## src/hw/rtl/gnfs_pkg.sv

```systemverilog
// Shared types, codes and constants for the greedy nearest free slot unit.
package gnfs_pkg;

    localparam int SLOT_W      = 4;
    localparam int COORD_W     = 14;
    localparam int TAG_W       = 10;
    localparam int STATUS_W    = 2;
    localparam int SQ_W        = 2 * COORD_W;
    localparam int DIST_W      = SQ_W + 1;
    localparam int NUM_SLOTS_D = 9;

    localparam logic [STATUS_W-1:0] ST_ASSIGNED = 2'd0;
    localparam logic [STATUS_W-1:0] ST_NO_FREE  = 2'd1;
    localparam logic [STATUS_W-1:0] ST_WRITTEN  = 2'd2;

    localparam logic MODE_WRITE  = 1'b0;
    localparam logic MODE_ASSIGN = 1'b1;

    typedef struct packed {
        logic               mode;
        logic [SLOT_W-1:0]  slot_select;
        logic [COORD_W-1:0] pos_x;
        logic [COORD_W-1:0] pos_y;
        logic [TAG_W-1:0]   tag_number;
        logic               new_frame;
    } in_item_t;

    typedef struct packed {
        logic [STATUS_W-1:0] status;
        logic [SLOT_W-1:0]   chosen_slot;
        logic [TAG_W-1:0]    echo_tag;
    } out_item_t;

    typedef enum logic [2:0] {
        S_IDLE,
        S_WRITE,
        S_SCAN,
        S_DRAIN,
        S_FINISH
    } state_t;

    typedef struct packed {
        logic load;
        logic write_en;
        logic issue;
        logic finish;
    } cmd_t;

    typedef struct packed {
        logic last_issue;
        logic pipe_busy;
    } stat_t;

endpackage

```

## src/hw/rtl/greedy_nearest_free_slot_unit.sv

```systemverilog
// Top level of the greedy nearest free slot unit: controller plus datapath.
//
// This unit keeps a table of NUM_SLOTS slot positions, each with an occupied
// mark, and answers every input transaction with exactly one result
// transaction. A write transaction (mode 0) stores one slot's position in
// the write state and registers its result in the finish state; a write to
// a slot index beyond the table is dropped but still reported. An assign
// transaction (mode 1) optionally clears all occupied marks when its
// new-frame flag is set, then scans the slots one per cycle through a single
// distance unit (difference, square, then sum and compare, each registered)
// and picks the free slot nearest to the tag's centre by squared distance,
// the lowest index winning a tie. After the scan a drain step waits while
// free slots are still travelling through the distance pipeline, and the
// result is then registered in the finish state. The unit works on one
// transaction at a time and returns to idle, ready for the next one, when
// the result is registered. The result sits in an output register, so the
// next input transaction is accepted while the previous result still waits
// to be taken; a further result waits until that register is emptied. When
// no slot is free the result reports no free slot with slot zero.
// Coordinates are unsigned with four fractional bits; distances are exact.
module greedy_nearest_free_slot_unit #(
    parameter int NUM_SLOTS = gnfs_pkg::NUM_SLOTS_D
) (
    input  logic                aclk,
    input  logic                aresetn,
    input  logic                s_valid,
    output logic                s_ready,
    input  gnfs_pkg::in_item_t  s_data,
    output logic                m_valid,
    input  logic                m_ready,
    output gnfs_pkg::out_item_t m_data
);

    // Commands from the controller and status back from the datapath.
    gnfs_pkg::cmd_t  cmd;
    gnfs_pkg::stat_t stat;

    // The controller sequences write, scan, drain and result hand-over, and
    // owns the result valid flag.
    gnfs_ctrl u_ctrl (
        .aclk      (aclk),
        .aresetn   (aresetn),
        .s_valid   (s_valid),
        .s_ready   (s_ready),
        .item_mode (s_data.mode),
        .m_valid   (m_valid),
        .m_ready   (m_ready),
        .cmd       (cmd),
        .stat      (stat)
    );

    // The datapath holds the slot table, the occupied marks, the distance
    // pipeline, the running best candidate and the result register.
    gnfs_datapath #(
        .NUM_SLOTS (NUM_SLOTS)
    ) u_datapath (
        .aclk    (aclk),
        .aresetn (aresetn),
        .s_data  (s_data),
        .cmd     (cmd),
        .stat    (stat),
        .m_data  (m_data)
    );

endmodule

```

## src/hw/rtl/gnfs_ctrl.sv

```systemverilog
// Controller state machine that sequences the write, scan and result steps.
module gnfs_ctrl (
    input  logic           aclk,
    input  logic           aresetn,
    input  logic           s_valid,
    output logic           s_ready,
    input  logic           item_mode,
    output logic           m_valid,
    input  logic           m_ready,
    output gnfs_pkg::cmd_t cmd,
    input  gnfs_pkg::stat_t stat
);

    gnfs_pkg::state_t state_reg;
    gnfs_pkg::state_t state_next;
    logic             m_valid_reg;
    logic             m_valid_next;
    logic             out_free;

    // The result register can take a new result when empty or being emptied.
    assign out_free = !m_valid_reg || m_ready;

    always_comb begin
        state_next = state_reg;
        unique case (state_reg)
            gnfs_pkg::S_IDLE: begin
                if (s_valid) begin
                    state_next = (item_mode == gnfs_pkg::MODE_ASSIGN) ?
                                 gnfs_pkg::S_SCAN : gnfs_pkg::S_WRITE;
                end
            end
            gnfs_pkg::S_WRITE: begin
                state_next = gnfs_pkg::S_FINISH;
            end
            gnfs_pkg::S_SCAN: begin
                if (stat.last_issue) begin
                    state_next = gnfs_pkg::S_DRAIN;
                end
            end
            gnfs_pkg::S_DRAIN: begin
                if (!stat.pipe_busy) begin
                    state_next = gnfs_pkg::S_FINISH;
                end
            end
            gnfs_pkg::S_FINISH: begin
                if (out_free) begin
                    state_next = gnfs_pkg::S_IDLE;
                end
            end
            default: begin
                state_next = gnfs_pkg::S_IDLE;
            end
        endcase
    end

    always_comb begin
        cmd          = '0;
        s_ready      = 1'b0;
        m_valid_next = m_valid_reg && !m_ready;
        unique case (state_reg)
            gnfs_pkg::S_IDLE: begin
                s_ready  = 1'b1;
                cmd.load = s_valid;
            end
            gnfs_pkg::S_WRITE: begin
                cmd.write_en = 1'b1;
            end
            gnfs_pkg::S_SCAN: begin
                cmd.issue = 1'b1;
            end
            gnfs_pkg::S_DRAIN: begin
                cmd = '0;
            end
            gnfs_pkg::S_FINISH: begin
                cmd.finish = out_free;
                if (out_free) begin
                    m_valid_next = 1'b1;
                end
            end
            default: begin
                cmd = '0;
            end
        endcase
    end

    always_ff @(posedge aclk) begin
        if (!aresetn) begin
            state_reg   <= gnfs_pkg::S_IDLE;
            m_valid_reg <= 1'b0;
        end else begin
            state_reg   <= state_next;
            m_valid_reg <= m_valid_next;
        end
    end

    assign m_valid = m_valid_reg;

endmodule

```

## src/hw/rtl/gnfs_datapath.sv

```systemverilog
// Datapath: slot table, occupied marks, distance pipeline and result register.
module gnfs_datapath #(
    parameter int NUM_SLOTS = gnfs_pkg::NUM_SLOTS_D
) (
    input  logic                aclk,
    input  logic                aresetn,
    input  gnfs_pkg::in_item_t  s_data,
    input  gnfs_pkg::cmd_t      cmd,
    output gnfs_pkg::stat_t     stat,
    output gnfs_pkg::out_item_t m_data
);

    localparam int IDX_W = (NUM_SLOTS > 1) ? $clog2(NUM_SLOTS) : 1;
    localparam logic [IDX_W-1:0] LAST_IDX = IDX_W'(NUM_SLOTS - 1);

    gnfs_pkg::in_item_t item_reg;

    logic [gnfs_pkg::COORD_W-1:0] pos_x_reg [NUM_SLOTS];
    logic [gnfs_pkg::COORD_W-1:0] pos_y_reg [NUM_SLOTS];
    logic [NUM_SLOTS-1:0]         taken_reg;
    logic [NUM_SLOTS-1:0]         taken_next;

    logic [IDX_W-1:0] idx_reg;

    // Stage 1: absolute coordinate differences.
    logic                         s1_valid_reg;
    logic [IDX_W-1:0]             s1_idx_reg;
    logic [gnfs_pkg::COORD_W-1:0] s1_dx_reg;
    logic [gnfs_pkg::COORD_W-1:0] s1_dy_reg;
    // Stage 2: squared differences.
    logic                         s2_valid_reg;
    logic [IDX_W-1:0]             s2_idx_reg;
    logic [gnfs_pkg::SQ_W-1:0]    s2_sqx_reg;
    logic [gnfs_pkg::SQ_W-1:0]    s2_sqy_reg;
    // Running best candidate.
    logic                         found_reg;
    logic [gnfs_pkg::DIST_W-1:0]  best_dist_reg;
    logic [IDX_W-1:0]             best_slot_reg;

    logic [gnfs_pkg::COORD_W-1:0] cur_x;
    logic [gnfs_pkg::COORD_W-1:0] cur_y;
    logic [gnfs_pkg::COORD_W-1:0] dx_next;
    logic [gnfs_pkg::COORD_W-1:0] dy_next;
    logic [gnfs_pkg::DIST_W-1:0]  dist_sum;
    logic                         better;
    logic                         sel_in_range;

    gnfs_pkg::out_item_t result_reg;
    gnfs_pkg::out_item_t result_next;

    assign cur_x   = pos_x_reg[idx_reg];
    assign cur_y   = pos_y_reg[idx_reg];
    assign dx_next = (item_reg.pos_x >= cur_x) ? (item_reg.pos_x - cur_x)
                                               : (cur_x - item_reg.pos_x);
    assign dy_next = (item_reg.pos_y >= cur_y) ? (item_reg.pos_y - cur_y)
                                               : (cur_y - item_reg.pos_y);

    assign dist_sum = {1'b0, s2_sqx_reg} + {1'b0, s2_sqy_reg};
    assign better   = s2_valid_reg && (!found_reg || (dist_sum < best_dist_reg));

    assign sel_in_range = ({1'b0, item_reg.slot_select} <
                           (gnfs_pkg::SLOT_W + 1)'(NUM_SLOTS));

    assign stat.last_issue = cmd.issue && (idx_reg == LAST_IDX);
    assign stat.pipe_busy  = s1_valid_reg || s2_valid_reg;

    always_comb begin
        taken_next = taken_reg;
        if (cmd.load && (s_data.mode == gnfs_pkg::MODE_ASSIGN) && s_data.new_frame) begin
            taken_next = '0;
        end
        if (cmd.finish && (item_reg.mode == gnfs_pkg::MODE_ASSIGN) && found_reg) begin
            taken_next[best_slot_reg] = 1'b1;
        end
    end

    always_comb begin
        result_next = result_reg;
        if (cmd.finish) begin
            if (item_reg.mode == gnfs_pkg::MODE_WRITE) begin
                result_next.status      = gnfs_pkg::ST_WRITTEN;
                result_next.chosen_slot = item_reg.slot_select;
                result_next.echo_tag    = '0;
            end else if (found_reg) begin
                result_next.status      = gnfs_pkg::ST_ASSIGNED;
                result_next.chosen_slot = gnfs_pkg::SLOT_W'(best_slot_reg);
                result_next.echo_tag    = item_reg.tag_number;
            end else begin
                result_next.status      = gnfs_pkg::ST_NO_FREE;
                result_next.chosen_slot = '0;
                result_next.echo_tag    = item_reg.tag_number;
            end
        end
    end

    // Payload registers without reset.
    always_ff @(posedge aclk) begin
        if (cmd.load) begin
            item_reg <= s_data;
        end
        s1_idx_reg <= idx_reg;
        s1_dx_reg  <= dx_next;
        s1_dy_reg  <= dy_next;
        s2_idx_reg <= s1_idx_reg;
        s2_sqx_reg <= gnfs_pkg::SQ_W'(s1_dx_reg) * gnfs_pkg::SQ_W'(s1_dx_reg);
        s2_sqy_reg <= gnfs_pkg::SQ_W'(s1_dy_reg) * gnfs_pkg::SQ_W'(s1_dy_reg);
        if (better) begin
            best_dist_reg <= dist_sum;
            best_slot_reg <= s2_idx_reg;
        end
        result_reg <= result_next;
    end

    // The slot table resets to the origin, so its entries are reset as well.
    always_ff @(posedge aclk) begin
        if (!aresetn) begin
            for (int i = 0; i < NUM_SLOTS; i++) begin
                pos_x_reg[i] <= '0;
                pos_y_reg[i] <= '0;
            end
            taken_reg    <= '0;
            idx_reg      <= '0;
            s1_valid_reg <= 1'b0;
            s2_valid_reg <= 1'b0;
            found_reg    <= 1'b0;
        end else begin
            if (cmd.write_en && sel_in_range) begin
                pos_x_reg[item_reg.slot_select[IDX_W-1:0]] <= item_reg.pos_x;
                pos_y_reg[item_reg.slot_select[IDX_W-1:0]] <= item_reg.pos_y;
            end
            taken_reg <= taken_next;
            if (cmd.load) begin
                idx_reg <= '0;
            end else if (cmd.issue && (idx_reg != LAST_IDX)) begin
                idx_reg <= idx_reg + 1'b1;
            end
            s1_valid_reg <= cmd.issue && !taken_reg[idx_reg];
            s2_valid_reg <= s1_valid_reg;
            if (cmd.load) begin
                found_reg <= 1'b0;
            end else if (better) begin
                found_reg <= 1'b1;
            end
        end
    end

    assign m_data = result_reg;

endmodule
```

## config.mk

```make
export PLATFORM = sky130hd
export DESIGN_NAME = greedy_nearest_free_slot_unit
export DESIGN_NICKNAME = d
export VERILOG_FILES = /design/src/hw/rtl/gnfs_pkg.sv /design/src/hw/rtl/greedy_nearest_free_slot_unit.sv /design/src/hw/rtl/gnfs_ctrl.sv /design/src/hw/rtl/gnfs_datapath.sv
export SDC_FILE = /design/constraint.sdc
export NUM_CORES = 2
export LEC_CHECK = 0
export BUFFER_PORTS_ARGS = -buffer_cell sky130_fd_sc_hd__buf_2
export CORE_MARGIN = 10
export CORE_UTILIZATION = 39
export CTS_BUF_LIST = sky130_fd_sc_hd__clkbuf_8
export DETAILED_ROUTE_END_ITERATION = 8
export GPL_ROUTABILITY_DRIVEN = 0
export SLEW_MARGIN = 20
export SYNTH_ARGS = -nofsm -noshare
export SYNTH_HDL_FRONTEND = slang
export SYNTH_SLANG_ARGS = --single-unit
```

## constraint.sdc

```tcl
create_clock -name aclk -period 5.75 [get_ports aclk]
set_input_delay 1.15 -clock aclk [delete_from_list [all_inputs] [get_ports aclk]]
set_output_delay 1.15 -clock aclk [all_outputs]
set_load 0.05 [all_outputs]
```

==> metrics.yaml <==
route:
  post-route-drc-count: 0
  postRouteAntennaNets: 0
  drtIter0Drc: 1615
  drt_wl_total_um: 88400
  dr_total_vias: 24600
  wl_per_cell_um: 17.7
  via_per_inst: 4.93
  dr.pass1.iters: 6
sta:
  setup_viol: 1
  relSlewSlack: 0.229
  fin_crit_ns: 5.76
  finalSetupTns_ns: -0.00563
  slew_violations: 0
  max_freq_mhz: 174
  grt_setup_unrepaired: "true"
  report.final.hold_viol_count: 0
  setup_ws_ns: -0.00563
  worst_pin_slew_ns: 1.16
  period_share: 1.00
  fin_skew_ns: 0.0660
layout:
  fillers: 9486
  multi_input_area_um2: 20200
  syn_to_final_growth_pct: 15.4
  final_layout_size_suffix_gt1_frac: 0.190
  mostFrequentLayoutCells: "edfxtp_1, inv_1, ha_1, fa_1, conb_1"
  fin_nets: 4113
  ff_latch_area_um2: 18600
  fin_util: 0.452
  mostFrequentLayoutCell: "edfxtp_1"
grt:
  grt_first_pass_wirelength_um: 141000
  antenna_found_initial: 1
  grt_pass1_vias: 25500
  grt.overflow.total: 0
  grt_start_max_net_pins: 58
  track_usage: 0.152
die:
  die_area_um2: 115000
  core_um2: 102000
  std_cell_rows: 117
  fp.dieH_um: 339
  pin_count: 66
  die_w_um: 339
  start_util: 0.392
clocking:
  cts_root_buf: "clkbuf_8"
  cts_tree: "done"
  clk_latency_ns: 0.73
  cts_htree_levels: 3
  cts_made_buffers: 109
  path_clk_slew_ns: 0.06
  numClockSinks: 654
  ctsHoldBuffers: 0
  clock_tree.buffer_depth: 3
critical_path:
  cp_max_fo: 5
  crit_required_ns: 6.31
  setup.worst_path.class: "reg -> reg"
  endpoint_kind: "flip-flop"
  critPathLaunchType: "flip-flop"
  arrival_ns: 6.32
synthesis:
  synth_seq_cells: 654
  syn-mean-instance-area_um2: 12.6
  yosys_warnings: 0
  synth_cell_types: 90
  synth_ff_type: "edfxtp_1"
  async_flop_share: 0
  synth-edff-count: 540
  syn_area_um2: 39800
  syn_inst: 3151
  seq_area_frac_synth: 0.465
run_status:
  violations: "setup timing"
  outcome: "finished, violations left"
place:
  hpwl_um: 62100
  port-buffer-count: 65
worst_hold_path:
  holdCritPathClass: "reg -> reg"
run:
  cap_violations: 0
## path summary, 6_finish.rpt
| path | start | end | slack, ns | cells past startpoint |
|---|---|---|---|---|
| worst max-delay path | u_datapath.s1_dx_reg[4] | u_datapath.s2_sqx_reg[25] | -0.006 | 20 |
| worst min register to register | u_datapath.s1_idx_reg[0] | u_datapath.s2_idx_reg[0] | 0.33 | 0 |
| worst min-delay path | u_datapath.s1_idx_reg[0] | u_datapath.s2_idx_reg[0] | 0.33 | 0 |
| worst max register to register | u_datapath.s1_dx_reg[4] | u_datapath.s2_sqx_reg[25] | -0.006 | 20 |
## kinds of logic (layout without fill, tap and decap cells)
family          Yosys count  in the layout  synth area share
buf+inv                 593            874            0.0575
xor+xnor                110            110            0.0242
compound gates          347            347            0.0611
mux                     161            161            0.0854
simple gates            760            760            0.0982
flops                   654            654             0.465
fa+ha+maj               525            525             0.209
other cells               1            197         0.0000943
## synth_stat cells, drive strengths merged (77+ instances only)
cell	n	share of area
edfxtp	540	0.41
a21oi	88	0.012
nor3	128	0.016
and2	119	0.019
fa	230	0.12
nor2	81	0.0077
mux4	142	0.080
inv	457	0.043
nand2	189	0.018
clkbuf	111	0.010
xnor2	77	0.017
ha	295	0.093
dfxtp	114	0.057
## what timing repair did
| action | CTS | global route |
|---|---|---|
| pin swaps | 5 | 70 |
| setup buffers | 1 | 13 |
| setup endpoints to repair | 11 | 20 |
| gates resized for setup | 9 | 105 |
## critical path, stage by stage, from the launching register on
cell and delay [ns]:
dfxtp_4 0.36, buf_6 0.12, nand2_2 0.05, inv_1 0.05
fa_1 0.52, inv_1 0.05, fa_1 0.49, inv_1 0.05
fa_1 0.45, fa_2 0.54, fa_2 0.44, fa_1 0.59
ha_4 0.21, and3_4 0.15, a311oi_1 0.26, o31a_2 0.22
o21ai_4 0.07, o41ai_4 0.33, o21ai_2 0.11, o41a_1 0.39
xor2_1 0.15
## routing by layer
layer / global-route usage / vias to the layer above / part of all wire
li1: - / 11700 / -
met1: 0.202 / 12300 / 0.45
met2: 0.257 / 506 / 0.49
met3: 0.0235 / 115 / 0.045
met4: 0.0372 / 0 / 0.019
met5: 0 / - / 0
## cell type report
| cell class | count | share of cell area |
|---|---|---|
| inverter | 457 | 0.0374 |
| clock inverter | 80 | 0.0107 |
| tap | 1368 | 0.0373 |
| sequential | 654 | 0.404 |
| multi-input combinational | 2099 | 0.440 |
| clock buffer | 118 | 0.0354 |
| timing repair buffer | 219 | 0.0346 |
| antenna | 1 | 0.0000545 |
## stage by stage
stage | hold slack [ns] | setup slack (ns) | instance area [um^2] | cells
5_1_grt | 0.339 | -0.193 | 45900 | 4996
4_1_cts | 0.329 | 0.0141 | 45500 | 4983
3_5_place_dp | 0.313 | -0.190 | 43300 | 4784
6_report | 0.327 | -0.00563 | 45900 | 4996
3_3_place_gp | 0.310 | -0.137 | 43300 | 4784
2_1_floorplan | 0.310 | -0.0270 | 40600 | 3346
Power is not shown: default switching activity piles up to over one toggle a cycle in this logic, so the estimate is an artifact.
